**config.mk**
```make
export PLATFORM = sky130hd
export DESIGN_NAME = sbc_alu
export DESIGN_NICKNAME = d
export VERILOG_FILES = /design/src/sv/sbc_pkg.sv /design/src/sv/sbc_alu.sv
export SDC_FILE = /design/constraint.sdc
export NUM_CORES = 1
export LEC_CHECK = 0
export BUFFER_PORTS_ARGS = -buffer_cell sky130_fd_sc_hd__buf_2
export CORE_MARGIN = 5
export CORE_UTILIZATION = 60
export DETAILED_ROUTE_END_ITERATION = 12
export GPL_TIMING_DRIVEN = 0
export PLACE_DENSITY = 0.82
export SETUP_SLACK_MARGIN = 0.3
export SLEW_MARGIN = 0
export SYNTH_ARGS = -nofsm -noshare
export SYNTH_HDL_FRONTEND = slang
export SYNTH_SLANG_ARGS = --single-unit
```
**constraint.sdc**
```tcl
create_clock -name vclk -period 16.65
set_input_delay 4.1625 -clock vclk [all_inputs]
set_output_delay 4.1625 -clock vclk [all_outputs]
set_load 0.01 [all_outputs]
```
**src/sv/sbc_pkg.sv**
```systemverilog
// Package for the stack bytecode core: word types, codes and depth defaults.
`default_nettype none
package sbc_pkg;

    localparam int unsigned CodeDepthDefault  = 256;
    localparam int unsigned StackDepthDefault = 1024;

    // Item operation codes
    localparam logic [1:0] OP_WRITE   = 2'd0;
    localparam logic [1:0] OP_EXEC    = 2'd1;
    localparam logic [1:0] OP_RESTART = 2'd2;

    // Instruction codes
    localparam logic [31:0] I_HALT  = 32'd0;
    localparam logic [31:0] I_PUSH  = 32'd1;
    localparam logic [31:0] I_PRINT = 32'd2;
    localparam logic [31:0] I_ADD   = 32'd3;
    localparam logic [31:0] I_SUB   = 32'd4;
    localparam logic [31:0] I_MUL   = 32'd5;
    localparam logic [31:0] I_LT    = 32'd6;
    localparam logic [31:0] I_EQ    = 32'd7;
    localparam logic [31:0] I_BT    = 32'd8;
    localparam logic [31:0] I_BF    = 32'd9;
    localparam logic [31:0] I_LOAD  = 32'd10;
    localparam logic [31:0] I_CALL  = 32'd11;
    localparam logic [31:0] I_RET   = 32'd12;

    // Fault codes
    localparam logic [2:0] F_OK    = 3'd0;
    localparam logic [2:0] F_OVER  = 3'd1;
    localparam logic [2:0] F_UNDER = 3'd2;
    localparam logic [2:0] F_BADOP = 3'd3;
    localparam logic [2:0] F_ADDR  = 3'd4;

    // ALU operation codes
    localparam logic [2:0] A_ADD = 3'd0;
    localparam logic [2:0] A_SUB = 3'd1;
    localparam logic [2:0] A_MUL = 3'd2;
    localparam logic [2:0] A_LT  = 3'd3;
    localparam logic [2:0] A_EQ  = 3'd4;

    typedef struct packed {
        logic [1:0]  opcode;
        logic [7:0]  code_address;
        logic signed [31:0] code_word;
    } t_in_word;

    typedef struct packed {
        logic        printed;
        logic signed [31:0] print_value;
        logic        halted;
        logic [2:0]  fault;
        logic [7:0]  next_pc;
    } t_out_word;

endpackage
`default_nettype wire

```
**src/sv/sbc_alu.sv**
```systemverilog
// Shared arithmetic and compare unit for the stack core.
`default_nettype none
module sbc_alu (
    input  wire logic [2:0]  i_op,
    input  wire logic [31:0] i_a,
    input  wire logic [31:0] i_b,
    output      logic [31:0] o_r
);
    import sbc_pkg::*;
    logic [31:0] w_prod;

    // Keep only the low word of the product
    assign w_prod = i_a * i_b;

    // Select result of one operation
    always_comb begin
        unique case (i_op)
            A_ADD:   o_r = i_a + i_b;
            A_SUB:   o_r = i_a - i_b;
            A_MUL:   o_r = w_prod;
            A_LT:    o_r = {31'd0, $signed(i_a) < $signed(i_b)};
            A_EQ:    o_r = {31'd0, i_a == i_b};
            default: o_r = '0;
        endcase
    end
endmodule
`default_nettype wire

```
==> Word-level counts from Yosys, hierarchy flattened <==
Cells that the tools add are included.
{ "word_totals": {"register_bits": 0, "in_bits": 67, "output_inout_bits": 32, "word_cells": 11} }
{ "classes": {"addsub": 2, "multipliers": 1, "order_cmp": 1, "eq_ne": 5, "n_mux": 1, "reduce_logical": 1} }
{ "ops": {"columns": ["cell", "count"], "rows": [
  ["case mux 32 bit (5 select lines)", 1],
  ["adder 32 bit", 1],
  ["equality test 32 bit", 1],
  ["< comparator 32 bit", 1],
  ["multiplier 32 x 32 -> 32 bit", 1],
  ["subtractor 32 bit", 1],
  ["equality test 3 x 2 -> 1 bit, second input constant", 2],
  ["equality test 3 x 1 -> 1 bit, second input constant", 1],
  ["equality test 3 bit, second input constant", 1],
  ["zero test 3 bit", 1]
]} }

==> Logic depth before layout (Yosys ltp) <==
{ "logic_depth": {"ltp_word": 2, "mapped_depth": 28, "depth_no_buf": 26} }

==> Least setup slack after synthesis <==
No wires, ideal clock.
{ "synth_path": {"path_kind": "input -> output", "startpoint": "input port i_a[12]", "endpoint": "output port o_r[31]", "arrival_ps": 10845, "slack_ps": 1643, "path_stages": 26, "n_path_buf": 2, "cell_sequence": "clkbuf_1 > clkbuf_1 > and2_1 > fa_1 > fa_1 > fa_1 > inv_1 > fa_1 > inv_1 > fa_1 > inv_1 > fa_1 > inv_1 > fa_1 > fa_1 > ha_1 > and3_1 > nor2b_1 > nand3_1 > a211oi_1 > o311a_1 > o21a_1 > o21a_1 > o41ai_2 > xnor2_1 > o22ai_1"} }
{ "synth_via": {"elab_chain_len": 2, "word_cells_on_any_way": 4, "classes_between": "add/sub (2); mul (1); mux (1)"} }
{ "synth_lines": {"columns": ["item", "line", "rtl"], "rows": [
  ["start: declaration", "sbc_alu.sv:5", "input wire logic [31:0] i_a,"],
  ["multiplier 32 x 32 -> 32 bit, or another cell as far along", "sbc_alu.sv:13", "assign w_prod = i_a * i_b;"],
  ["case mux 32 bit (5 select lines) (*)", "sbc_alu.sv:17", "unique case (i_op)"],
  ["end: declaration", "sbc_alu.sv:7", "output logic [31:0] o_r"]
]} }
Every way passes the cells marked *; elsewhere a longest branch is shown, timed or not.

==> Worst setup path after layout <==
{ "layout_path": {"startpoint": "input port i_a[14]", "endpoint": "output port o_r[31]"} }
Same word-level chain as after synthesis.

==> results.json <==
{
  "drive_above_1_share_pct": 8.24,
  "cp.arrival_ns": 12.06,
  "die_width_microns": 188,
  "start_util_pct": 60.6,
  "via_per_inst": 6.17,
  "start_kind": "input pin",
  "met2WireLength_microns": 32100,
  "hp-class": "input pin to output port",
  "maxCapViolations": 0,
  "final_cell_mix": "inv_1 (446), fa_1 (410), and2_1 (277), nand2_1 (238), ha_1 (184)",
  "crit_path_max_fanout": 10,
  "vias": 16900,
  "grt_pass1_wl_microns": 110000,
  "drv_slew": 0,
  "track_usage_pct": 41.4,
  "critPathLaunch": "i_a[14]",
  "critPathKind": "input pin to output port",
  "io_pins": 99,
  "synth_fp_nets": 2903,
  "final.setup.tns_ns": 0,
  "grt_max_degree": 12,
  "drt-total-wl_microns": 72900,
  "overflow": 0,
  "multiInputGateArea_sq_um": 17000,
  "post-dp-hpwl_microns": 60300,
  "finalHoldViolCount": 0,
  "dieArea_sq_um": 35500,
  "placed_cell_area_sq_um": 20100,
  "hold_depth": 3,
  "seq_cell_count": 0,
  "drt-wirelength-per-cell_microns": 26.6,
  "end_kind": "output port",
  "ff_latch_area_sq_um": 0,
  "fill_cells": 2711,
  "area_growth_syn_to_layout_pct": 6.41,
  "status": "finished, final reports clean",
  "antenna_found_initial": 4,
  "drt_pre_antenna_iters": 5,
  "fmax_mhz": 61.7,
  "hold_buffers": 0,
  "ys_types": 75,
  "final_area_sq_um": 20300,
  "required_ns": 12.49,
  "wl_met3_microns": 8810,
  "grt_pass1_vias": 17900,
  "ys_warn_count": 0,
  "finalWeightedCongestion": 1.03,
  "min_from": "i_op[2]",
  "fin_crit_sh_pct": 97.4,
  "whs_endpoint": "o_r[1]",
  "clkbuf_count": 0,
  "final_common_cell": "inv_1",
  "worst_pin_slew_ns": 0.994,
  "fin_nets": 3006,
  "ant_nets": 0,
  "slew_headroom_pct": 33.7,
  "setup_viol": 0,
  "post-route-util_pct": 64.5,
  "dp_cells": 2741,
  "die_h_microns": 188,
  "topRoutingLayerUsed": "met5",
  "io_buffers": 99,
  "netlist_instances": 2240,
  "route.detailed.drc": 0,
  "syn_avg_cell_area_sq_um": 8.52,
  "drt_iter0_drc": 1681,
  "num_rows": 65,
  "core-area_sq_um": 31500,
  "period_minus_slack_ns": 16.22,
  "rsz0062_at_grt": "false",
  "yosysSeqAreaShare_pct": 0,
  "syn_area_sq_um": 19100,
  "drt-met1-wl_microns": 26500,
  "final_cells": 2745
}
## kinds of logic (layout without fill, tap and decap cells)
kind of cell             count (synthesis)  in the layout  share of synthesized area, %
AND/OR/NAND/NOR                        679            679                          18.1
adder cells (fa/ha/maj)                596            596                          55.2
AO/OA/AOI/OAI                          292            292                          10.3
multiplexers                             5              5                         0.262
XOR/XNOR                               110            110                          5.05
buffers and inverters                  558            659                          11.0
other                                    0              2                             0
## how the worst max path moves through the flow
stage	endpoint
final	o_r[31]
after CTS	o_r[31]
after global placement	o_r[29]
after detailed placement	o_r[31]
after floorplan	o_r[31]
after global routing	o_r[31]
## metal layers
| metal | GRT usage, % | vias to the layer above |
|---|---|---|
| met4 | 22.2 | 2 |
| met1 | 53.2 | 8465 |
| met3 | 11.3 | 280 |
| met5 | 0 | - |
| li1 | - | 7093 |
| met2 | 64.2 | 1107 |
## repair_timing
action                                  CTS  global route
hold endpoints to repair                  0             0
endpoints found under the setup margin    9             5
pin swaps                                 1             4
buffers inserted                          1             1
resized for setup                        45            83
## per-stage QoR
stage                     hold WS, ns  setup slack [ns]
after floorplan                  8.37              1.64
after global placement           8.64            -0.742
after detailed placement         8.65            -0.858
after CTS                        8.66             0.273
after global routing             8.69             0.279
final                            8.66             0.430
## cell type report
cell class / instances / area share, %
Buffer: 110 / 2.66
Tap cell: 402 / 2.48
Antenna cell: 2 / 0.0247
Inverter: 448 / 8.28
Multi-Input combinational cell: 1682 / 84.0
Timing Repair Buffer: 101 / 2.59
## synthesized netlist by cell type (12+ instances only)
master / number / share of area (%)
a21o_1: 22 / 0.87
a21oi_1: 82 / 2.2
and2_1: 277 / 9.1
clkbuf_1: 104 / 2.0
fa_1: 410 / 43
ha_1: 186 / 12
inv_1: 446 / 8.8
nand2_1: 238 / 4.7
nand2b_1: 12 / 0.39
nor2_1: 75 / 1.5
nor3_1: 21 / 0.55
o21ai_0: 47 / 1.2
o21bai_1: 14 / 0.55
o22ai_1: 24 / 0.79
o31ai_1: 14 / 0.55
xnor2_1: 89 / 4.1
xor2_1: 21 / 0.96
## worst max-delay path: stages
cell      delay (ns)
buf_2           0.30
buf_2           0.38
and2_1          0.20
fa_1            0.41
inv_1           0.08
fa_1            0.45
fa_1            0.50
fa_1            0.55
inv_1           0.05
fa_1            0.50
inv_1           0.05
fa_1            0.54
inv_1           0.05
fa_1            0.39
fa_1            0.54
ha_2            0.31
and3_4          0.20
nor2b_2         0.18
nand3_1         0.15
a211oi_4        0.07
buf_12          0.16
o311a_1         0.36
o21a_1          0.22
o21a_1          0.22
o41ai_4         0.49
xnor2_2         0.17
o22ai_1         0.20
buf_2           0.17
